===== src/hw/rtl/ascii_number_parser_unit_defines.svh =====
// ----------------------------------------------------------------------------
// ASCII number parser assertion macros
// Concurrent assertion helpers for the parser; empty when SYNTHESIS is set.
// ----------------------------------------------------------------------------
`ifndef ASCII_NUMBER_PARSER_UNIT_DEFINES_SVH
`define ASCII_NUMBER_PARSER_UNIT_DEFINES_SVH

`ifndef SYNTHESIS
// Checked only while the block is out of reset.
`define ANP_ASSERT(name, prop) \
  name: assert property (@(posedge clk_i) disable iff (!rst_ni) prop) \
    else $error("assertion failed");
// Checked at every edge, reset included.
`define ANP_ASSERT_ALWAYS(name, prop) \
  name: assert property (@(posedge clk_i) prop) \
    else $error("assertion failed");
`else
`define ANP_ASSERT(name, prop)
`define ANP_ASSERT_ALWAYS(name, prop)
`endif

`endif


===== src/hw/rtl/anp_pkg.sv =====
// ----------------------------------------------------------------------------
// ASCII number parser package
// Shared types, codes and a helper function of the parser.
// ----------------------------------------------------------------------------
package anp_pkg;

  typedef enum logic [1:0] {
    BASE_AUTO = 2'd0,
    BASE_BIN  = 2'd1,
    BASE_DEC  = 2'd2,
    BASE_HEX  = 2'd3
  } anp_base_e;

  typedef enum logic [1:0] {
    WIDTH_8  = 2'd0,
    WIDTH_16 = 2'd1,
    WIDTH_32 = 2'd2,
    WIDTH_64 = 2'd3
  } anp_width_e;

  // Configuration register indexes.
  localparam logic CfgNumberBase = 1'b0;
  localparam logic CfgValueWidth = 1'b1;

  // Character position within the string; saturates at the later code.
  localparam logic [1:0] PosFirst  = 2'd0;
  localparam logic [1:0] PosSecond = 2'd1;
  localparam logic [1:0] PosLater  = 2'd2;

  localparam logic [7:0] CharZero  = 8'h30;  // '0'
  localparam logic [7:0] CharNine  = 8'h39;  // '9'
  localparam logic [7:0] CharUpA   = 8'h41;  // 'A'
  localparam logic [7:0] CharUpF   = 8'h46;  // 'F'
  localparam logic [7:0] CharLoA   = 8'h61;  // 'a'
  localparam logic [7:0] CharLoF   = 8'h66;  // 'f'
  localparam logic [7:0] CharUpOff = 8'h37;  // 'A' - 10
  localparam logic [7:0] CharLoOff = 8'h57;  // 'a' - 10
  localparam logic [7:0] CharB     = 8'h62;  // 'b'
  localparam logic [7:0] CharX     = 8'h78;  // 'x'

  typedef struct packed {
    logic       ok;
    logic [3:0] value;
  } anp_digit_t;

  typedef struct packed {
    logic        valid;
    logic        ok;
    logic [63:0] value;
  } anp_result_t;

  function automatic logic [63:0] width_max(anp_width_e w);
    logic [63:0] m;
    unique case (w)
      WIDTH_8:  m = 64'h0000_0000_0000_00FF;
      WIDTH_16: m = 64'h0000_0000_0000_FFFF;
      WIDTH_32: m = 64'h0000_0000_FFFF_FFFF;
      default:  m = 64'hFFFF_FFFF_FFFF_FFFF;
    endcase
    return m;
  endfunction

endpackage


===== src/hw/rtl/anp_char_decode.sv =====
// ----------------------------------------------------------------------------
// ASCII number parser character decoder
// Maps one character to a digit value and checks it against the base.
// ----------------------------------------------------------------------------
module anp_char_decode (
  input  logic [7:0]          char_i,
  input  anp_pkg::anp_base_e  base_i,
  output anp_pkg::anp_digit_t digit_o
);
  import anp_pkg::*;

  logic       is_char;
  logic [7:0] diff;
  logic       in_radix;

  always_comb begin
    is_char = 1'b1;
    diff    = 8'd0;
    priority if (char_i >= CharZero && char_i <= CharNine) begin
      diff = char_i - CharZero;
    end else if (char_i >= CharUpA && char_i <= CharUpF) begin
      diff = char_i - CharUpOff;
    end else if (char_i >= CharLoA && char_i <= CharLoF) begin
      diff = char_i - CharLoOff;
    end else begin
      is_char = 1'b0;
    end

    unique case (base_i)
      BASE_BIN: in_radix = (diff[3:0] < 4'd2);
      BASE_HEX: in_radix = 1'b1;
      default:  in_radix = (diff[3:0] < 4'd10);
    endcase

    digit_o.ok    = is_char && in_radix;
    digit_o.value = diff[3:0];
  end

endmodule


===== src/hw/rtl/anp_step.sv =====
// ----------------------------------------------------------------------------
// ASCII number parser step
// String state and the per-character update, with the verdict at the end.
// ----------------------------------------------------------------------------
module anp_step (
  input  logic                 clk_i,
  input  logic                 rst_ni,
  input  logic                 fire_i,
  input  logic [7:0]           char_i,
  input  logic                 last_i,
  input  logic                 empty_i,
  input  anp_pkg::anp_base_e   number_base_i,
  input  anp_pkg::anp_width_e  value_width_i,
  output anp_pkg::anp_result_t result_o
);
  import anp_pkg::*;

  logic [63:0] acc_q, acc_d;
  logic [1:0]  pos_q, pos_d;
  anp_base_e   base_q, base_d;
  logic        seen_q, seen_d;
  logic        failed_q, failed_d;

  anp_base_e   take_base;
  logic        do_take;
  anp_digit_t  digit;
  logic [67:0] prod;
  logic [68:0] sum;
  logic [63:0] max;
  logic        first_auto;
  logic        prefix_pending;

  anp_char_decode u_decode (
    .char_i  (char_i),
    .base_i  (take_base),
    .digit_o (digit)
  );

  always_comb begin
    max            = width_max(value_width_i);
    first_auto     = (pos_q == PosFirst) && (number_base_i == BASE_AUTO);
    prefix_pending = (pos_q == PosSecond) && (base_q == BASE_AUTO);

    if (pos_q == PosFirst) begin
      take_base = first_auto ? BASE_DEC : number_base_i;
    end else if (prefix_pending) begin
      take_base = BASE_DEC;
    end else begin
      take_base = base_q;
    end

    // A leading zero in automatic mode and a prefix letter are not digits.
    do_take = !failed_q
           && !(first_auto && (last_i || char_i == CharZero))
           && !(prefix_pending && (char_i == CharB || char_i == CharX));

    unique case (take_base)
      BASE_BIN: prod = {3'b000, acc_q, 1'b0};
      BASE_HEX: prod = {acc_q, 4'b0000};
      default:  prod = {1'b0, acc_q, 3'b000} + {3'b000, acc_q, 1'b0};
    endcase
    sum = {1'b0, prod} + {65'd0, digit.value};

    acc_d    = acc_q;
    pos_d    = pos_q;
    base_d   = base_q;
    seen_d   = seen_q;
    failed_d = failed_q;
    result_o = '0;

    if (empty_i) begin
      acc_d          = '0;
      pos_d          = PosFirst;
      base_d         = BASE_AUTO;
      seen_d         = 1'b0;
      failed_d       = 1'b0;
      result_o.valid = 1'b1;
    end else begin
      if (!failed_q) begin
        if (pos_q == PosFirst) begin
          if (!first_auto) begin
            base_d = number_base_i;
          end else if (last_i) begin
            failed_d = 1'b1;
          end else if (char_i != CharZero) begin
            base_d = BASE_DEC;
          end
        end else if (prefix_pending) begin
          if (char_i == CharB) begin
            base_d = BASE_BIN;
          end else if (char_i == CharX) begin
            base_d = BASE_HEX;
          end else begin
            base_d = BASE_DEC;
          end
        end
      end

      if (do_take) begin
        // Overflow is checked on the full-width product and sum.
        if (!digit.ok || sum > {5'd0, max}) begin
          failed_d = 1'b1;
        end else begin
          acc_d  = sum[63:0];
          seen_d = 1'b1;
        end
      end

      if (pos_q != PosLater) begin
        pos_d = pos_q + 2'd1;
      end

      if (last_i) begin
        result_o.valid = 1'b1;
        result_o.ok    = !failed_d && seen_d && (acc_d <= max);
        result_o.value = result_o.ok ? acc_d : 64'd0;
        acc_d          = '0;
        pos_d          = PosFirst;
        base_d         = BASE_AUTO;
        seen_d         = 1'b0;
        failed_d       = 1'b0;
      end
    end
  end

  always_ff @(posedge clk_i or negedge rst_ni) begin
    if (!rst_ni) begin
      acc_q    <= '0;
      pos_q    <= PosFirst;
      base_q   <= BASE_AUTO;
      seen_q   <= 1'b0;
      failed_q <= 1'b0;
    end else if (fire_i) begin
      acc_q    <= acc_d;
      pos_q    <= pos_d;
      base_q   <= base_d;
      seen_q   <= seen_d;
      failed_q <= failed_d;
    end
  end

endmodule


===== src/hw/rtl/ascii_number_parser_unit.sv =====
// ----------------------------------------------------------------------------
// ASCII number parser unit
// Streams the characters of a string and reports its unsigned value.
// ----------------------------------------------------------------------------
// Characters arrive on the s_axis channel, one request per character, with
// tlast on the final one; tuser set marks an empty string. Each string yields
// one result request on m_axis: tuser is the verdict (1 when the string is a
// valid number in range) and tdata the value, or zero when it is not valid.
// The cfg channel writes number_base (index 0) and value_width (index 1);
// it is always ready and must only be used while no string is in flight.
// A character is registered on acceptance and processed from the input
// register, where one multiply by the base and add update the accumulator
// when the output register can take a result; the result of a string is
// registered in the output register, from which the receiver takes it.
// One character is taken every cycle while the receiver does not stall.
// When the receiver stalls, the result stays in the output register and
// the input register holds one more character before tready drops. Reset
// clears the string state, empties both registers and sets automatic base
// and 64-bit width.
`include "ascii_number_parser_unit_defines.svh"

module ascii_number_parser_unit (
  input  logic        clk_i,
  input  logic        rst_ni,
  input  logic        s_axis_tvalid,
  output logic        s_axis_tready,
  input  logic [7:0]  s_axis_tdata,   // [7:0] char_code
  input  logic        s_axis_tlast,
  input  logic        s_axis_tuser,   // [0] empty_string
  output logic        m_axis_tvalid,
  input  logic        m_axis_tready,
  output logic [63:0] m_axis_tdata,   // [63:0] parsed_value
  output logic        m_axis_tuser,   // [0] parse_ok
  input  logic        cfg_valid_i,
  output logic        cfg_ready_o,
  input  logic        cfg_index_i,
  input  logic [1:0]  cfg_data_i
);
  import anp_pkg::*;

  anp_base_e   number_base_q;
  anp_width_e  value_width_q;

  logic        in_valid_q;
  logic [7:0]  in_char_q;
  logic        in_last_q;
  logic        in_empty_q;

  logic        out_valid_q;
  logic        out_ok_q;
  logic [63:0] out_value_q;

  logic        fire;
  anp_result_t result;

  assign cfg_ready_o = 1'b1;

  always_ff @(posedge clk_i or negedge rst_ni) begin
    if (!rst_ni) begin
      number_base_q <= BASE_AUTO;
      value_width_q <= WIDTH_64;
    end else if (cfg_valid_i) begin
      unique case (cfg_index_i)
        CfgNumberBase: number_base_q <= anp_base_e'(cfg_data_i);
        default:       value_width_q <= anp_width_e'(cfg_data_i);
      endcase
    end
  end

  // The processing stage advances when the output register can take a result.
  assign fire          = in_valid_q && (!out_valid_q || m_axis_tready);
  assign s_axis_tready = !in_valid_q || fire;

  always_ff @(posedge clk_i or negedge rst_ni) begin
    if (!rst_ni) begin
      in_valid_q <= 1'b0;
    end else if (s_axis_tready) begin
      in_valid_q <= s_axis_tvalid;
    end
  end

  always_ff @(posedge clk_i) begin
    if (s_axis_tvalid && s_axis_tready) begin
      in_char_q  <= s_axis_tdata;
      in_last_q  <= s_axis_tlast;
      in_empty_q <= s_axis_tuser;
    end
  end

  anp_step u_step (
    .clk_i         (clk_i),
    .rst_ni        (rst_ni),
    .fire_i        (fire),
    .char_i        (in_char_q),
    .last_i        (in_last_q),
    .empty_i       (in_empty_q),
    .number_base_i (number_base_q),
    .value_width_i (value_width_q),
    .result_o      (result)
  );

  always_ff @(posedge clk_i or negedge rst_ni) begin
    if (!rst_ni) begin
      out_valid_q <= 1'b0;
    end else if (fire) begin
      out_valid_q <= result.valid;
    end else if (m_axis_tready) begin
      out_valid_q <= 1'b0;
    end
  end

  always_ff @(posedge clk_i) begin
    if (fire && result.valid) begin
      out_ok_q    <= result.ok;
      out_value_q <= result.value;
    end
  end

  assign m_axis_tvalid = out_valid_q;
  assign m_axis_tuser  = out_ok_q;
  assign m_axis_tdata  = out_value_q;

  `ANP_ASSERT(a_fail_value_zero, m_axis_tvalid && !m_axis_tuser |-> m_axis_tdata == 64'd0)
  `ANP_ASSERT(a_stall_blocks_input,
              in_valid_q && out_valid_q && !m_axis_tready |-> !s_axis_tready)
  `ANP_ASSERT(a_result_needs_item, $rose(m_axis_tvalid) |-> $past(in_valid_q))
  `ANP_ASSERT_ALWAYS(a_reset_empty, !rst_ni |=> !m_axis_tvalid && !in_valid_q)

endmodule


===== config.mk =====
export PLATFORM = sky130hd
export DESIGN_NAME = ascii_number_parser_unit
export DESIGN_NICKNAME = d
export VERILOG_FILES = /design/src/hw/rtl/anp_pkg.sv /design/src/hw/rtl/anp_char_decode.sv /design/src/hw/rtl/anp_step.sv /design/src/hw/rtl/ascii_number_parser_unit.sv
export VERILOG_INCLUDE_DIRS = /design/src /design/src/hw/rtl
export SDC_FILE = /design/constraint.sdc
export NUM_CORES = 1
export LEC_CHECK = 0
export BUFFER_PORTS_ARGS = -buffer_cell sky130_fd_sc_hd__buf_2
export CORE_MARGIN = 8
export CORE_UTILIZATION = 50
export DETAILED_ROUTE_END_ITERATION = 12
export PLACE_DENSITY = 0.67
export SLEW_MARGIN = 20
export SYNTH_ARGS = -nofsm -noshare
export SYNTH_HDL_FRONTEND = slang
export SYNTH_SLANG_ARGS = --single-unit

===== constraint.sdc =====
create_clock -name clk_i -period 30.5 [get_ports clk_i]
set_input_delay 3.05 -clock clk_i [delete_from_list [all_inputs] [get_ports clk_i]]
set_output_delay 3.05 -clock clk_i [all_outputs]
set_load 0.01 [all_outputs]

==> flow_results.org, run 1 <==
** Outcome
- Result of the run :: finished, final reports clean

** Worst hold path
- The startpoint identified for the worst hold timing path is u_step.seen_q$_DFFE_PN0P_.
- The worst hold path terminates at u_step.seen_q$_DFFE_PN0P_.
- The tightest min-delay check is of the reg2reg type.
- Number of cells traversed by the worst hold path :: 1

** Placement
- Cell count after placement :: 2605
- Final weighted congestion in routability-driven placement :: 1.02
- In this run the tool buffered the top-level ports with 84 buffer cells.
- The HPWL after detailed placement is 45.2 mm.

** Synth
- Register bit count reported by yosys :: 151
- Number of nets in the synthesized netlist :: 2361
- Synth unique cells :: 94
- Synthesized cell area :: 17400 um^2
- Yosys printed 0 warnings.
- In the synthesized netlist the async set-or-reset flop fraction comes to 0.503.
- The share of the Yosys chip area taken by registers is 0.239.
- Top_reg_cell synth :: edfxtp_1
- Counting flops with a built-in enable in the synthesized netlist gives 75.
- Counting every instance in the synthesized netlist gives 2156.
- The average instance in the mapped netlist occupies 8.05 um^2.

** Final layout
- Proportion of layout cells with a drive suffix above 1 :: 0.0925
- The area growth from synthesis to layout is 7.57%.
- Final non-filler cell total :: 2638
- Measured on the finished design, the core utilization comes to 0.543.
- Most common library cell in the layout ignoring fill and taps :: nand2_1
- In the final design database the tool counted 2375 nets.
- Final antenna diode count :: 0
- Final-layout fill cell count :: ~3300
- In the layout the commonest cells are nand2_1, ha_1, a21oi_1.
- In the final layout, the multi-input gates occupy 12500 um^2.
- The sequential cells in the finished layout cover a total of roughly 4200 um^2.

** Detailed routing
- The detailed router put a total of 26.0 mm of wire on met1.
- The final layout contains routed wiring with a total length of 58.5 mm.
- Number of optimization iterations in the first detailed-route pass :: 6
- Once detail routing completed, the nets flagged for antenna violations numbered 0.
- The routed layout has 17458 vias.
- For this run, design rule violations remaining after detail routing come to 0.
- Signal routing reaches up to met4.
- Sum of met3 wire segment lengths after detailed routing :: approximately 4.7 mm
- Number of vias per cell :: between 6 and 7
- After detailed routing, the average wire length per cell comes to 22.2 um.
- After the first detailed-routing iteration, the DRC count stood at roughly 1800.
- Met2 Wirelength :: 25.8 mm

** Timing
- Number of hold-slack violations in the final timing report :: 0
- After layout, the minimum clock period comes to 13120 ps.
- Measured against its own limit, the worst slew margin works out to 0.267.
- The total count of max-transition violations in the final report came to 0.
- Portion of the clock cycle consumed by the worst path in the final layout :: 0.430
- Between clock sinks in the finished design, the worst skew comes to 7.50 ps.
- Unrepaired setup endpoints after global routing :: false
- Least-Margin Pin Slew :: 1090 ps
- Sum of negative setup slack :: 0 ps
- Setup violation total in the final timing report :: 0
- Based on the critical path, the design can be clocked at up to approximately 76 MHz.

** Critical path
- Among the stages of the critical path, the cell type that occurs most often is nand4_1.
- Worst reg-to-reg setup slack :: between 15000 and 20000 ps
- Worst reg2reg path startpoint :: u_step.pos_q[0]$_DFFE_PN0P_
- The number of buffers and inverters on the critical path is 4.
- For this design, the slowest cell found on the critical path is nor4_1.
- STA puts the critical path data required time at just over 30000 ps.
- The worst setup path is of the reg2reg kind.
- Reg2Reg Depth :: 44
- The worst register-to-register path ends at m_axis_tdata[29]$_SDFFCE_PP0P_.
- In this design, the stage delay of the slowest critical-path cell is around 860 ps.
- At the worst endpoint, the arrival time is 13380 ps.
- Top Family by Delay on Critical Path :: simple AND/OR/NAND/NOR gates
- STA classifies the critical path startpoint as a flop.
- STA classifies the critical path endpoint as a flop.
- Along the worst path, the maximum fanout reaches 40.

** Clock tree
- Clock-pin transition on the worst setup and hold timing paths :: 70 ps
- Buffer depth of the longest clock path :: 2
- Clock latency on the worst-skew pair, taken at its later pin, is 440 ps.
- CTS Root Buffer Type :: clkbuf_16
- CTS-repair resized insts :: 0
- The clock tree synthesis step divided the H-tree into 4 levels.
- Cts hold-fix bufs :: 0
- Cts bufs inserted :: 17
- Number of setup buffers added after CTS :: 0
- Clock Sink Count :: 151
- TritonCTS built the clock tree.

** Die
- The die is 202 um wide.
- Measured along the y axis, the die boundary spans 202 um.
- The die covers ~40000 um^2.
- Number of cell rows :: 68
- The core region is roughly 34000 um^2.
- Initial cell density of the core :: 0.505
- I/O pin count :: 86

** Global route
- The via count of the first global-routing pass was between 15000 and 20000.
- Largest net degree at the start of global routing :: 69
- Overall global routing resource usage :: 0.278
- Sum of overflow across all layers after global routing :: 0
- First-pass GRT wire length :: 91.9 mm
- Antenna violations before repair :: 0

** Power and ir drop
- Cell-internal power :: 0.000444 W
- Of the total power, registers draw 0.337.
- Summed over all nets, the switching power comes to 0.000248 W.
- Of the total power, the clock network draws 0.337.
- Cell area power density :: 37.1 nW/um^2
- Combinational share of power :: 0.327
- Maximum vdd drop :: 0.0392 mV
- Summed over all cells, the static leakage comes to 8.45 nW.
- Of the total power, the share spent switching nets is 0.359.

** Flow run
- Number of maximum-capacitance violations :: 0
==> routing by layer <==
metal  track usage  vias to the layer above
met5             0                        -
met4         0.101                        0
met3        0.0448                      139
met2         0.434                      812
met1         0.383                     8375
li1              -                     8132
==> registers in the layout, summed over array words and instances, names as in the netlist, 2 cells and up <==
signal         count
in_char_q          8
m_axis_tdata      64
number_base_q      2
u_step.acc_q      64
u_step.base_q      2
u_step.pos_q       2
value_width_q      2
==> worst max-delay path by stage <==
stage	start	end	slack, ps	depth (start not counted)
3_5_place_dp	in_char_q[0]$_DFFE_PP_	m_axis_tdata[29]$_SDFFCE_PP0P_	17420	45
4_1_cts	in_char_q[0]$_DFFE_PP_	m_axis_tdata[29]$_SDFFCE_PP0P_	17320	45
6_report	u_step.pos_q[0]$_DFFE_PN0P_	m_axis_tdata[29]$_SDFFCE_PP0P_	17380	44
5_1_grt	in_char_q[0]$_DFFE_PP_	m_axis_tdata[29]$_SDFFCE_PP0P_	16570	45
2_1_floorplan	u_step.pos_q[0]$_DFFE_PN0P_	m_axis_tdata[52]$_SDFFCE_PP0P_	19660	54
3_3_place_gp	in_char_q[0]$_DFFE_PP_	m_axis_tdata[9]$_SDFFCE_PP0P_	17860	43
==> power by group through the flow <==
stage	Sequential (W)	Combinational [W]	Clock [W]
final	0.000233	0.000226	0.000233
after global routing	0.000234	0.000246	0.000243
after CTS	0.000233	0.000222	0.000236
after detailed placement	0.000237	0.000220	0
after global placement	0.000237	0.000215	0
after floorplan	0.000239	0.000158	0
==> cell families after synthesis <==
group	after synthesis	share of synthesized area
AND/OR/NAND/NOR	817	0.239
AO/OA/AOI/OAI	599	0.219
adder cells (fa/ha/maj)	187	0.136
buffers and inverters	185	0.0471
flip-flops	151	0.239
multiplexers	121	0.0713
XOR/XNOR	95	0.0479
other	1	0.000216
==> cell type report <==
| cell class | count | area share |
|---|---|---|
| Timing Repair Buffer | 104 | 0.0309 |
| Clock inverter | 13 | 0.0105 |
| Tap cell | 455 | 0.0305 |
| Multi-Input combinational cell | 1820 | 0.667 |
| Sequential cell | 151 | 0.223 |
| Clock buffer | 19 | 0.0232 |
| Inverter | 76 | 0.0153 |
==> cell usage after synthesis (11+ instances only) <==
| library cell | number | area (um^2) |
|---|---|---|
| or4_1 | 11 | 82.6 |
| inv_1 | 76 | 285 |
| or3_1 | 19 | 119 |
| nand3_1 | 51 | 255 |
| or2_2 | 14 | 87.6 |
| o21a_1 | 18 | 135 |
| o211ai_1 | 13 | 97.6 |
| a211oi_1 | 24 | 180 |
| o31ai_1 | 18 | 135 |
| xor2_1 | 41 | 359 |
| o21ai_1 | 41 | 205 |
| mux2_2 | 19 | 214 |
| nand2b_1 | 32 | 200 |
| a21o_1 | 39 | 293 |
| xnor2_1 | 54 | 473 |
| a21oi_1 | 167 | 836 |
| a22o_1 | 14 | 123 |
| ha_1 | 185 | 2310 |
| and3_1 | 13 | 81.3 |
| nor4_1 | 22 | 138 |
| clkbuf_1 | 61 | 229 |
| buf_4 | 11 | 82.6 |
| mux2i_1 | 100 | 1000 |
| a31oi_1 | 18 | 113 |
| nor3_1 | 112 | 561 |
| dfrtp_1 | 74 | 1850 |
| buf_2 | 24 | 120 |
| nand2_1 | 213 | 800 |
| o21ai_0 | 139 | 696 |
| nand4_1 | 76 | 475 |
| nor2b_1 | 33 | 206 |
| nor2_1 | 152 | 571 |
| edfxtp_1 | 75 | 2250 |
| nor3b_1 | 14 | 105 |
| and4_1 | 12 | 105 |
==> through the flow <==
stage          total power (W)  worst slack [ps]  hold slack, ps  instance area [um^2]
3_3_place_gp          0.000452             17860             492                 18000
3_5_place_dp          0.000457             17420             492                 18000
6_report              0.000692             17380             520                 18700
5_1_grt               0.000723             16570             551                 18700
2_1_floorplan         0.000397             19660             451                 17400
4_1_cts               0.000691             17320             518                 18700
Note: power is estimated with default switching activity, not from simulation.
==> run 2, diff against run 1 <==
- PLACE_DENSITY: 0.67 -> 0.7
- clock period: 30.5 -> 11.35 ns (I/O delays scaled with it)
==> run 2 against run 1 <==
Clock power up 140%. Critical path type unchanged. Power rose to 2.7 times the previous value. First-iteration DRC count is 7.5% higher. Non-clock buffer count increased by 52. Count of clock-buffer cells in the layout is 1 lower. Combinational power increased to 2.9 times the previous value. Register-to-register slack lost 17000 ps. Wire length increased by 7.1%.
==> flow_results.org, run 2 (same netlist as run 1, synthesis figures left out) <==
** Outcome
- Result of the run :: finished, final reports clean

** Detailed routing
- The routed layout has 17857 vias.
- Routed WL :: 62.6 mm
- In the routed layout, each cell is associated on average with a via count of between 6 and 7.
- The detail route stage leaves a number of antenna-violating nets equal to 0.
- Number of optimization iterations in the first detailed-route pass :: 5
- Mean routed wirelength per cell :: 23.3 um
- DRC violation count after routing :: 0
- The detailed router finished its first iteration with between 1500 and 2000 violations.

** Placement
- Post-place setup slack :: -287 ps
- Final weighted congestion in routability-driven placement :: 0.995
- Input and output buffers added on the ports amount to 84.
- Summed over all nets, the half-perimeter wirelength after detailed placement is 47.5 mm.

** Final layout
- Number of nets in the final layout :: about 2400
- Of the cells placed in the final design, the portion with a size suffix greater than 1 is 0.136.
- 0 antenna diodes ended up in the layout.
- In the layout the commonest cells are nand2_1, ha_1, a21oi_1.
- Most common library cell in the layout ignoring fill and taps :: nand2_1
- Compared with the post-synthesis result, the final layout area differs by 11.6%.

** Die
- For this configuration, the core starts out at a cell density of 0.505.
- Measured along the y axis, the die boundary spans 202 um.
- After floorplanning, the core was sized to cover 34400 um^2.
- I/O pin count :: 86
- Measured along the x axis, the die boundary spans around 200 um.
- After floorplanning, the core was divided into approximately 70 placement rows.
- Area of the die :: 40900 um^2

** Critical path
- Slowest cell on crit path :: or3_4
- Critical Path AT :: 11230 ps
- The cell that appears most often on the critical path is nand4_1.
- Slowest cell delay on critical path :: 510 ps
- The worst setup path is of the reg2reg kind.
- Data on the critical path is required at its endpoint by 11620 ps.
- In this run the worst path has a maximum fanout of 32.
- Nature of the critical path startpoint :: flop
- CP endpoint kind :: flop

** Global route
- Entering global routing, the biggest net connects between 70 and 80 pins.
- The initial antenna violation count came to 0.
- Vias in the first global route :: 16696
- Sum of overflow across all layers after global routing :: 0
- First-pass GRT wire length :: 95.8 mm
- Overall global routing resource usage :: 0.291

** Timing
- Setup violations remaining at the end of the flow were counted as 0.
- Fmax :: 91.2 MHz
- Final worst clock skew :: approximately 13 ps
- For the pin with the worst max-slew slack, the measured transition is 1180 ps.
- On the final layout, the worst hold slack is 505 ps.
- Number of hold-slack violations in the final timing report :: 0
- Summed over all failing endpoints, the final setup total negative slack is 0 ps.
- Subtracting the final worst setup slack from the clock period gives 10960 ps.
- The worst path meets setup with ~390 ps of slack.
- The total count of max-transition violations in the final report came to 0.
- Relative slew slack :: 0.207
- Portion of the clock cycle consumed by the worst path in the final layout :: 0.966

** Clock tree
- No sink is reached through more buffers than the 2 on the longest clock path.
- The tree built by TritonCTS fans out to approximately 150 sinks.
- Cts bufs inserted :: 17
- Clock-pin slew was measured on the worst setup and hold paths at 70 ps.
- TritonCTS built the clock tree.
- The cell sitting at the root of the clock tree is a clkbuf_16.
- Clock latency of the later-clocked register in the worst-skew pair :: 450 ps
- The number of hold buffers added after CTS was 0.
- H-Tree Depth :: 4

** Power and ir drop
- Cell area power density :: about 95 nW/um^2
- Summed over all cells, the static leakage comes to between 8 and 9 nW.
- The worst-case IR drop observed on VDD is 0.107 mV.

** Flow run
- Number of maximum-capacitance violations :: 0

** Worst hold path
- Min-delay worst type :: reg2reg
## run 2: cell types whose count changed in the layout (fill, tap and decap cells not counted), sizes merged
cell	change
buf	+52
bufinv	-4
clkbuf	-1
clkinv	-1
clkinvlp	-1
inv	+7
or3	+2
## run 2: per-stage QoR
stage	total power [W]	cell area, um^2	instances	utilization
after CTS	0.00182	19000	2680	0.552
after global routing	0.00192	19400	2692	0.563
after detailed placement	0.00125	18400	2647	0.535
final	0.00185	19400	2692	0.563
after floorplan	0.00107	17400	2156	-
after global placement	0.00124	18400	2647	0.535
## run 2: critical path: cells and delay by family (launching register included)
kind,cells,cell delay (ps)
AOI/OAI and AO/OA,7,1120
xor gates and xnor gates,1,120
adders and majority gates,5,1400
buffers and inverters,9,1280
DFF,1,400
muxes,1,420
and+or+nand+nor,27,6000
## run 2: final cells by class
cell class                      count  area, um^2
Tap cell                          455         569
Clock inverter                     14         129
Fill cell                        3169       15000
Clock buffer                       18         429
Timing Repair Buffer              156        1020
Multi-Input combinational cell   1822       12800
Sequential cell                   151        4160
Inverter                           76         285
## run 2: timing repair
| item | in CTS | in global routing |
|---|---|---|
| buffers inserted | 1 | 10 |
| pin swaps | 1 | 8 |
| endpoints found under the setup margin | 65 | 65 |
| cloned | 0 | 2 |
| gates resized for setup | 6 | 59 |
## run 2: power by group
group	total [W]	internal [W]	switching (W)
clock network	0.000567	0.000291	0.000277
registers	0.000625	0.000606	0.0000184
logic	0.000654	0.000236	0.000419
total	0.00185	0.00113	0.000714
## run 2: path summary, 6_finish.rpt
| path | from | to | slack, ps | depth (start not counted) |
|---|---|---|---|---|
| hold reg to reg | u_step.seen_q$_DFFE_PN0P_ | u_step.seen_q$_DFFE_PN0P_ | 510 | 1 |
| setup reg to reg | in_char_q[1]$_DFFE_PP_ | m_axis_tdata[43]$_SDFFCE_PP0P_ | 390 | 50 |
| hold / removal | u_step.seen_q$_DFFE_PN0P_ | u_step.seen_q$_DFFE_PN0P_ | 510 | 1 |
| min in group asynchronous | rst_ni | u_step.acc_q[51]$_DFFE_PN0P_ | 590 | 1 |
| setup / recovery | in_char_q[1]$_DFFE_PP_ | m_axis_tdata[43]$_SDFFCE_PP0P_ | 390 | 50 |
| max in group asynchronous | rst_ni | u_step.acc_q[2]$_DFFE_PN0P_ | 9590 | 2 |
## run 2: per-layer routing
layer	share of wire	global-route usage	up-vias	wire length [um]
met3	0.081	0.0327	120	5100
met5	0	0	-	0
met1	0.46	0.427	8639	28600
met4	0.031	0.0971	0	1920
li1	-	-	8238	-
met2	0.43	0.436	860	27100
==> run 3, diff against run 2 <==
- CORE_MARGIN: 8 -> default
- PLACE_DENSITY: 0.7 -> 0.67
- clock period: 11.35 -> 10.87 ns (I/O delays scaled with it)
==> run 3 against run 2 <==
Final area up 2.8%. Critical endpoint is now m_axis_tdata[57]$_SDFFCE_PP0P_. Register-to-register slack about the same. Die area down 13%.
==> flow_results.org, run 3 (same netlist as run 1, synthesis figures left out) <==
** Placement
- OpenSTA, run right after detailed placement, puts the worst setup slack at -519 ps.
- Number of port buffers :: 84
- Final weighted congestion in routability-driven placement :: between 1 and 1.5
- DPL Wire Length :: 47.2 mm

** Clock tree
- Clock-pin slew was measured on the worst setup and hold paths at 70 ps.
- No sink is reached through more buffers than the 2 on the longest clock path.
- Clock latency of the later-clocked register in the worst-skew pair :: 450 ps
- TritonCTS built the clock tree.
- H-Tree Depth :: 4
- Clock Sink Count :: between 150 and 200
- Hold repair after CTS inserted 0 buffers.
- Cts bufs inserted :: 17
- CTS placed an instance of clkbuf_16 at the clock tree root.

** Final layout
- In the layout the commonest cells are nand2_1, ha_1, a21oi_1.
- Final antenna diode count :: 0
- The net count of the finished layout is between 2000 and 2500.
- Of the cells placed in the final design, the portion with a size suffix greater than 1 is 0.169.
- The library cell used most frequently in the layout, excluding fill and tap cells, is nand2_1.
- Utilization of the core after routing :: 0.588
- Area growth from synthesis to layout :: 14.7%
- The multi-input combinational cells in the finished layout cover a total of around 13000 um^2.
- The sequential cells in the finished layout cover a total of approximately 4200 um^2.
- The filler cells instantiated in the layout total around 3100.

** Critical path
- Critical-path maximum fanout :: 27
- Data on the critical path arrives at its endpoint at 10770 ps.
- The worst setup path is captured at a flop.
- Most frequent CP cell :: nand4_1
- The worst setup path is of the reg2reg kind.
- Slowest cell delay on critical path :: 550 ps
- Crit path required time :: 11140 ps
- The worst setup path is launched from a flop.
- The slowest stage of the critical path is the ha_1 cell.

** Power and ir drop
- Power spread over the standard cell area amounts to 100 nW/um^2.
- Summed over all cells, the static leakage comes to 8.93 nW.
- Maximum vdd drop :: 0.119 mV

** Detailed routing
- Mean routed wirelength per cell :: 22.8 um
- In the routed layout, each cell is associated on average with a via count of between 6 and 7.
- Number of optimization iterations in the first detailed-route pass :: 5
- The detail route stage leaves a number of antenna-violating nets equal to 0.
- In the routed design, unresolved DRC markers number 0.
- The detailed router finished its first iteration with 2042 violations.
- Routed WL :: 62.1 mm
- The detailed router placed 18010 vias in this run.

** Timing
- Across the routed clock network, the largest skew measured is roughly 9.4 ps.
- After layout, the minimum clock period comes to 10490 ps.
- Once routing completed, OpenROAD measured the worst setup slack at 377 ps.
- Fmax :: between 90 and 100 MHz
- At the pin with the least slew margin, the transition time is roughly 1200 ps.
- Relative slew slack :: 0.214
- The number of hold violations in the final report came to 0.
- For the final routed database, the setup TNS stands at 0 ps.
- The total count of max-transition violations in the final report came to 0.
- Portion of the clock cycle consumed by the worst path in the final layout :: 0.965
- Setup violations remaining at the end of the flow were counted as 0.

** Global route
- Across every metal layer, demand over resource in global routing totals 0.346.
- The first global-routing pass estimated 96.1 mm of wire.
- Vias in the first global route :: 16850
- Antenna violations before repair :: 1
- Global routing finished with a remaining overflow of 0.
- Largest net degree at the start of global routing :: 75

** Die
- In this run the count of I/O pins placed on the die edge is 86.
- In this run the standard cell core region covers between 30000 and 40000 um^2.
- Area of the die :: ~35000 um^2
- For this configuration, the core starts out at a cell density of 0.513.
- Number of cell rows :: 67
- Die Span X :: 188 um
- Die H :: about 190 um

** Outcome
- Result of the run :: finished, final reports clean

** Flow run
- Across the run, the number of max-cap violations was 0.

** Worst hold path
- Min-delay worst type :: in2async
==> run 3: path summary, 6_finish.rpt <==
path / depth (start not counted) / end / slack (ps) / from
worst max-delay path: 45 / m_axis_tdata[57]$_SDFFCE_PP0P_ / 380 / u_step.acc_q[39]$_DFFE_PN0P_
worst min-delay path: 1 / u_step.acc_q[52]$_DFFE_PN0P_ / 480 / rst_ni
worst max register to register: 45 / m_axis_tdata[57]$_SDFFCE_PP0P_ / 380 / u_step.acc_q[39]$_DFFE_PN0P_
worst min register to register: 1 / u_step.seen_q$_DFFE_PN0P_ / 490 / u_step.seen_q$_DFFE_PN0P_
max in group asynchronous: 2 / u_step.acc_q[17]$_DFFE_PN0P_ / 9140 / rst_ni
min in group clk_i: 1 / u_step.seen_q$_DFFE_PN0P_ / 490 / u_step.seen_q$_DFFE_PN0P_
==> run 3: cell type report <==
class                   count  area share
inverters                  76      0.0143
flip-flops and latches    151       0.209
multi-input cells        1822       0.651
clock inverters            15     0.00936
clock buffers              17      0.0214
well taps                 448      0.0281
repair buffers            194      0.0667
==> run 3: through the flow <==
stage | power (W) | hold WS [ps] | cell area [um^2] | instances
2_1_floorplan | 0.00111 | 451 | 17400 | 2156
3_3_place_gp | 0.00130 | 467 | 18600 | 2670
3_5_place_dp | 0.00131 | 472 | 18600 | 2670
4_1_cts | 0.00196 | 478 | 19400 | 2708
5_1_grt | 0.00207 | 484 | 19900 | 2723
6_report | 0.00199 | 479 | 19900 | 2723
==> run 3: routing by layer <==
layer  global-route usage  share of wire
met1                0.497           0.45
met2                0.532           0.44
met4                0.113          0.026
met5                    0        0.00016
met3               0.0505          0.085
==> run 3: power breakdown <==
group | leakage (nW) | total [W] | internal (W) | switching (W)
sequential | 1.78 | 0.000653 | 0.000633 | 0.0000199
combinational | 6.86 | 0.000700 | 0.000257 | 0.000443
clock | 0.300 | 0.000640 | 0.000349 | 0.000291
==> run 3: worst max-delay path: cells and delay by family (launching register included) <==
family,cells,cell delay (ps)
AND/OR/NAND/NOR,20,4610
AO/OA/AOI/OAI,15,2530
adder cells (fa/ha/maj),3,1150
buffers and inverters,4,610
XOR/XNOR,2,580
flip-flops,1,490
multiplexers,1,260
==> run 3: timing repair <==
item / in CTS / in global routing
endpoints found under the hold margin: 0 / 0
pin swaps: 3 / 15
gates cloned: 2 / 0
setup endpoints to repair: 65 / 65
gates resized for setup: 17 / 101
buffers inserted: 4 / 15
